==> config.mk <==
export PLATFORM = sky130hd
export DESIGN_NAME = bpa_free_check
export DESIGN_NICKNAME = d
export VERILOG_FILES = /design/src/design/bpa_pkg.sv /design/src/design/bpa_free_check.sv
export SDC_FILE = /design/constraint.sdc
export NUM_CORES = 1
export LEC_CHECK = 0
export BUFFER_PORTS_ARGS = -buffer_cell sky130_fd_sc_hd__buf_2
export CAP_MARGIN = 20
export CORE_MARGIN = 4
export CORE_UTILIZATION = 55
export DETAILED_ROUTE_END_ITERATION = 10
export GPL_TIMING_DRIVEN = 0
export PLACE_DENSITY = 0.87
export REMOVE_ABC_BUFFERS = 1
export SLEW_MARGIN = 25
export SYNTH_ARGS = -nofsm -noshare
export SYNTH_HDL_FRONTEND = slang
export SYNTH_SLANG_ARGS = --single-unit
==> constraint.sdc <==
create_clock -name vclk -period 12
set_input_delay 1.2 -clock vclk [all_inputs]
set_output_delay 1.2 -clock vclk [all_outputs]
set_load 0.01 [all_outputs]
==> src/design/bpa_pkg.sv <==
`default_nettype none
package bpa_pkg;

    localparam int MAX_PAGES_DEF   = 4096;
    localparam int TOP_ORDER_DEF   = 12;
    localparam int ORD_W           = 4;
    localparam int COUNT_W         = 13;
    localparam int PAGE_ADDR_W     = 32;
    localparam int CFG_IDX_W       = 2;
    localparam int CFG_DATA_W      = 32;
    localparam logic [ORD_W-1:0] ZONE_ORDER_RESET = 4'd12;

    localparam logic [CFG_IDX_W-1:0] CFG_BASE_PAGE  = 2'd0;
    localparam logic [CFG_IDX_W-1:0] CFG_ZONE_ORDER = 2'd1;

    typedef enum logic [1:0] {
        ST_OK  = 2'd0,
        ST_OOM = 2'd1,
        ST_BAD = 2'd2
    } status_t;

    typedef struct packed {
        logic                   bad;
        logic [ORD_W-1:0]       ord;
        logic [PAGE_ADDR_W-1:0] off;
    } free_chk_t;

    // smallest o with 2^o >= c (c of zero gives zero)
    function automatic logic [ORD_W-1:0] order_of(input logic [COUNT_W-1:0] c);
        logic [ORD_W-1:0] o;
        o = '0;
        for (int i = COUNT_W; i >= 0; i--) begin
            if ({1'b0, c} <= ((COUNT_W+1)'(1) << i)) begin
                o = ORD_W'(i);
            end
        end
        return o;
    endfunction

endpackage
`default_nettype wire

==> src/design/bpa_free_check.sv <==
`default_nettype none
module bpa_free_check #(
    parameter int MAX_PAGES = bpa_pkg::MAX_PAGES_DEF
) (
    input  wire logic [bpa_pkg::COUNT_W-1:0]           page_count,
    input  wire logic [bpa_pkg::PAGE_ADDR_W-1:0]       first_page,
    input  wire logic [bpa_pkg::PAGE_ADDR_W-1:0]       base_page,
    input  wire logic [bpa_pkg::ORD_W-1:0]             zone_ord,
    input  wire logic [$clog2(MAX_PAGES):0]            free_count,
    output bpa_pkg::free_chk_t                         chk
);
    localparam int LINK_W = $clog2(MAX_PAGES) + 1;

    logic [bpa_pkg::PAGE_ADDR_W:0]   off_ext;
    logic [bpa_pkg::PAGE_ADDR_W:0]   zsize_ext;
    logic [LINK_W:0]                 zsize_fc;
    logic [bpa_pkg::ORD_W-1:0]       ord;
    logic                            not_pow2;

    always_comb begin
        ord       = bpa_pkg::order_of(page_count);
        off_ext   = {1'b0, first_page - base_page};
        zsize_ext = (bpa_pkg::PAGE_ADDR_W+1)'(1) << zone_ord;
        zsize_fc  = (LINK_W+1)'(1) << zone_ord;
        not_pow2  = (page_count == '0) ||
                    ((page_count & (page_count - 1'b1)) != '0);
        chk.ord   = ord;
        chk.off   = off_ext[bpa_pkg::PAGE_ADDR_W-1:0];
        chk.bad   = (first_page < base_page) || not_pow2 || (ord > zone_ord) ||
                    ((off_ext + (bpa_pkg::PAGE_ADDR_W+1)'(page_count)) > zsize_ext) ||
                    ((off_ext[bpa_pkg::COUNT_W-1:0] & (page_count - 1'b1)) != '0) ||
                    (({1'b0, free_count} + (LINK_W+1)'(page_count)) > zsize_fc);
    end

endmodule
`default_nettype wire

After elaboration in Yosys (flattened, before gate mapping):

Cells that the tools add are included.

* logic and storage cells: 49
* register bits after elaboration: 0

* muxes and demuxes: 14
* reductions and logical operators: 9
* $lt $le $gt $ge: 18
* $add $sub $neg: 4
* shift-type cells: 2
* bitwise gates (word level): 2

Operators with widths (count)
* $mux 4: 14
* $add 32x13->33: 1
* $gt 33x33->1: 1
* $shl 1x4->33 const A: 1
* $lt 32x32->1: 1
* $sub 32x32->32: 1
* $and 13x13->13: 2
* $reduce_bool 13->1: 2
* $add 13x13->14: 1
* $gt 14x14->1: 1
* $le 13x14->1 const B: 1
* $shl 1x4->14 const A: 1
* $le 13x1->1 const B: 1
* $le 13x10->1 const B: 1
* $le 13x11->1 const B: 1
* $le 13x12->1 const B: 1
* $le 13x13->1 const B: 1
* $le 13x2->1 const B: 1
* $le 13x3->1 const B: 1
* $le 13x4->1 const B: 1
* $le 13x5->1 const B: 1
* $le 13x6->1 const B: 1
* $le 13x7->1 const B: 1
* $le 13x8->1 const B: 1
* other kinds (5): 10

Depth between registers and ports, before layout:

Gate-level depths: netlist of the first run.

* word-level depth: 20
* depth in mapped cells: 27
* gate-level depth less buffers: 27

Least setup slack after synthesis of the first run:

No wires, ideal clock.

* path kind: input -> output
* start point: input port first_page[0] in the netlist's numbering
* end point: output port chk[36] in the netlist's numbering
* stages on the path: 26
* buffers on the path: 0
* data arrival time: 6.961 ns
* required time: 10.800 ns
* slack: 3.839 ns
* cells stage by stage: inv_1 -> ha_1 -> inv_1 -> fa_1 -> a21o_1 -> a311o_2 -> a21oi_1 -> o21bai_1 -> xor2_1 -> ha_1 -> a21o_1 -> a221oi_1 -> nor2_1 -> o311ai_0 -> a211oi_2 -> nand2_1 -> xnor2_1 -> ha_1 -> a2111oi_0 -> o311ai_0 -> a22o_1 -> a2111oi_0 -> nand4_1 -> a211oi_1 -> o2111ai_1 -> or4_1

RTL lines
* start, declared: RTL line bpa_free_check.sv:6 `input wire logic [bpa_pkg::PAGE_ADDR_W-1:0] first_page,`
* end, declared: RTL line bpa_free_check.sv:10 `output bpa_pkg::free_chk_t chk`

==> results of run 1 <==
==> through the flow <==
| step | instance area [um^2] | setup slack (ns) | hold WS, ns |
|---|---|---|---|
| after floorplan | 5150 | 3.84 | 2.57 |
| after global placement | 5970 | 2.72 | 2.79 |
| after detailed placement | 5970 | 2.53 | 2.81 |
| after CTS | 5970 | 2.51 | 2.81 |
| after global routing | 5970 | 1.98 | 2.85 |
| final | 5970 | 2.44 | 2.80 |
==> Yosys cell counts, types with 6 or more instances <==
| cell type | number |
|---|---|
| a211o_1 | 6 |
| a211oi_1 | 8 |
| a21o_1 | 19 |
| a21oi_1 | 53 |
| a21oi_2 | 7 |
| a31oi_1 | 12 |
| and3_1 | 7 |
| buf_2 | 6 |
| clkbuf_1 | 11 |
| ha_1 | 107 |
| inv_1 | 75 |
| nand2_1 | 56 |
| nand2b_1 | 10 |
| nand3_1 | 23 |
| nand4_1 | 18 |
| nor2_1 | 55 |
| nor2b_1 | 13 |
| nor3_1 | 14 |
| nor4_1 | 9 |
| o211ai_1 | 6 |
| o21a_1 | 14 |
| o21ai_0 | 37 |
| o21bai_1 | 12 |
| or3_1 | 9 |
| xnor2_1 | 34 |
| xor2_1 | 15 |
==> power groups by stage <==
stage / clock network [mW] / registers, mW / logic (mW)
after detailed placement: 0 / 0 / 0.452
after global routing: 0 / 0 / 0.514
final: 0 / 0 / 0.459
after CTS: 0 / 0 / 0.455
after floorplan: 0 / 0 / 0.333
after global placement: 0 / 0 / 0.441
==> worst min-delay path, cell delays in order <==
cell	delay [ns]
buf_2	0.08
ha_1	0.11
inv_1	0.07
buf_2	0.14
==> cells by family after synthesis <==
family / share of synthesized area
AOI/OAI and AO/OA: 0.302
adders and majority gates: 0.270
muxes: 0.00911
and+or+nand+nor: 0.267
buffers and inverters: 0.0700
xor gates and xnor gates: 0.0822
==> per-layer routing <==
| layer | vias up | GRT usage | share of wire |
|---|---|---|---|
| met5 | - | 0 | 0 |
| met4 | 0 | 0.0797 | 0.035 |
| met3 | 45 | 0.0214 | 0.057 |
| met2 | 216 | 0.434 | 0.47 |
| met1 | 2638 | 0.321 | 0.44 |
| li1 | 2956 | - | - |
==> how the worst max path moves through the flow <==
stage	startpoint	endpoint	slack [ns]
floorplan	first_page[0]	chk[36]	3.84
global placement	first_page[0]	chk[36]	2.72
detailed placement	first_page[0]	chk[36]	2.53
CTS	first_page[0]	chk[36]	2.51
global route	first_page[0]	chk[36]	1.98
finish	first_page[0]	chk[36]	2.44
==> area by class of cell <==
cell class         count  share of cell area
inverters             78              0.0493
well taps            129              0.0271
repair buffers       131               0.110
multi-input cells    642               0.814
==> metrics.txt, run 1 <==
CP Launch Type=input pin; outcome=finished clean; reported net switching power=about 0.26 mW; DRT antenna net count=0; delay-heaviest family, CP=compound AO/OA/AOI/OAI gates; HP Start=base_page[0]; core region area=9240 um^2; TNS Setup=0 ns; top cell type's share of synthesized area=0.256; number of fill cells in the layout=around 830; P&R area growth vs syn=14.3%; post-CTS sizing=0; most used cell, CP=ha_1; chip width=105 um; setup violators final=0; Vias=5855; portion of total power attributed to sequential cells=0; Post-layout nets=1057; first-pass GRT wire length=23900 um; register area share after synthesis=0; Cells on Worst Hold Path=4; Die H=105 um; Initial DRC Count=372; WL/cell=around 15 um; Pwr Total=0.459 mW; CLK BUF=0; die area=11100 um^2; Crit Path Class=input pin to primary output; all-layer global routing usage=0.248; detailed placer's ending HPWL=12700 um; share of cells above drive strength 1=0.212; Sw Ratio=0.573; routed vias/inst=roughly 6.0; synth unique cells=88; Post-CTS Setup Repair Bufs=0; Gate power share=1.000; final std cells w/o fill=980; Critical Path RT=10.80 ns; power share of the clock group=0; Int Power=0.196 mW; Seq cells=0; top cells by area, synth=ha_1 (26%), xnor2_1 (5.7%), inv_1 (5.4%), a21oi_1 (5.1%), nand2_1 (4.0%); final hold vios=0; CP Data Arrival Time=8.36 ns; minimum clock period=9.56 ns; largest net degree at the start of global routing=12; crit end category=primary output; sequential cell area=0 um^2; GRT overflow=0; RSZ-0062 raised after global routing=false; Detailed Routing Iterations Pass 1=5; most common cell after layout, fill and taps aside=buf_2; Critical Path Slowest Stage Cell=a2111oi_0; Slowest Stage Delay on Critical Path=roughly 0.75 ns; multi-input logic area=4850 um^2; Hold WC Path Type=input pin to primary output; syn avg cell area=7.08 um^2; WP buf/inv=4; warnings from Yosys=0; gpl congestion=0.946; max-slew violation count=0; FP Rows=35; antenna violations before repair=0; slew margin rel.=0.430; drc violations=0; Diodes inserted=0; Port Buffers=~130; vias in the first global route=5504; most frequent cells in the layout=buf_2 (131), ha_1 (107), inv_1 (75); maximum vdd drop=0.0000465 V; Initial Util=0.565; pwr/cell area=77.0 nW/um^2; CTS Hold Bufs=0; # IOs=roughly 130; Hold Path Sink=chk[0]; Cell Area, Synth=5220 um^2; critical path peak fanout=5; Max Freq=0.105 GHz; final wirelength=around 15000 um; placed insts=980; final core occ=0.646; Worst-Margin Slew=0.833 ns; critical path depth=28; Syn Inst Count=roughly 740; leakage power=around 2.9 nW; area leader, netlist=ha_1; Tcrit/Tclk final=0.797; Max-Cap Viols=0
Note: power is estimated with default switching activity, not from simulation.
==> run 2, diff against run 1 <==
==> constraint.sdc (replaced) <==
create_clock -name vclk -period 9.4
set_input_delay 0.94 -clock vclk [all_inputs]
set_output_delay 0.94 -clock vclk [all_outputs]
set_load 0.01 [all_outputs]
==> metrics.txt, run 2 (same netlist as run 1, synthesis figures left out) <==
die area=11100 um^2; leakage power=2.87 nW; Vias=just under 6000; final wirelength=14600 um; # IOs=around 130; Tcrit/Tclk final=0.948; worst slack, placed=0.452 ns; critical path peak fanout=5; routed vias/inst=around 6; most common cell after layout, fill and taps aside=buf_2; most used cell, CP=ha_1; Max-Cap Viols=0; Post-CTS Setup Repair Bufs=0; WL/cell=14.8 um; most frequent cells in the layout=buf_2 (131), ha_1 (107), inv_1 (75); maximum vdd drop=0.0000596 V; antenna violations before repair=0; drc violations=0; crit end category=primary output; chip width=105 um; placed instance area=5970 um^2; FP Rows=35; vias in the first global route=approximately 5500; slew margin rel.=0.561; share of cells above drive strength 1=0.212; minimum clock period=8.91 ns; Hold WC Path Type=input pin to primary output; TNS Setup=0 ns; setup violators final=0; Port Buffers=131; sequential cell area=0 um^2; Initial DRC Count=around 400; Initial Util=0.565; Seq cells=0; DRT antenna net count=0; number of fill cells in the layout=between 800 and 900; Post-layout nets=around 1100; core region area=9240 um^2; CLK BUF=0; Slowest Stage Delay on Critical Path=0.63 ns; CP Launch Type=input pin; first-pass GRT wire length=23900 um; GRT overflow=0; pwr/cell area=98.4 nW/um^2; Critical Path RT=8.46 ns; Diodes inserted=0; Critical Path Slowest Stage Cell=a2111oi_1; P&R area growth vs syn=14.3%; max-slew violation count=0; Max Freq=0.112 GHz; Worst-Margin Slew=0.656 ns; Detailed Routing Iterations Pass 1=5; CP Data Arrival Time=7.97 ns; all-layer global routing usage=0.248; RSZ-0062 raised after global routing=false; outcome=finished clean; Final Cell Area=5970 um^2; gpl congestion=0.946; Die H=about 110 um; multi-input logic area=4860 um^2; final hold vios=0; largest net degree at the start of global routing=12; fin worst setup slack=0.488 ns; Crit Path Class=input pin to primary output; detailed placer's ending HPWL=12700 um
==> run 2: metrics by stage <==
step / hold slack [ns] / utilization / instances / power, mW
6_report: 2.28 / 0.646 / 980 / 0.587
3_5_place_dp: 2.29 / 0.646 / 980 / 0.577
2_1_floorplan: 2.05 / - / 720 / 0.425
3_3_place_gp: 2.27 / 0.646 / 980 / 0.563
4_1_cts: 2.29 / 0.646 / 980 / 0.581
5_1_grt: 2.33 / 0.646 / 980 / 0.656
==> run 2: layer usage <==
metal,wire length [um],part of all wire,up-vias,track usage
met5,0,0,-,0
met3,805,0.055,38,0.0214
met4,473,0.033,0,0.0797
li1,-,-,2952,-
met1,6490,0.45,2644,0.321
met2,6780,0.47,214,0.434
==> run 2: final timing paths <==
kind,from,slack [ns],to,depth (start not counted)
max,first_page[0],0.49,chk[36],28
min,base_page[0],2.28,chk[0],4
==> run 2: area by class of cell <==
type | instances | area share
Multi-Input combinational cell | 642 | 0.814
Timing Repair Buffer | 131 | 0.110
Tap cell | 129 | 0.0270
Inverter | 78 | 0.0493
==> run 2: where the power goes <==
group | total (mW) | internal (mW) | switching, mW
Combinational | 0.587 | 0.251 | 0.336
Sequential | 0 | 0 | 0
Clock | 0 | 0 | 0
==> run 2: what timing repair did <==
item	4_1_cts	5_1_grt
hold buffers	0	0
gates resized for setup	0	1
endpoints found under the setup margin	0	1
==> run 2: critical path: cells and delay by family <==
kind            cells  cell delay [ns]
compound gates     13             3.88
xor+xnor            2             0.46
fa+ha+maj           4             1.13
buf+inv             4             0.37
simple gates        5             1.19
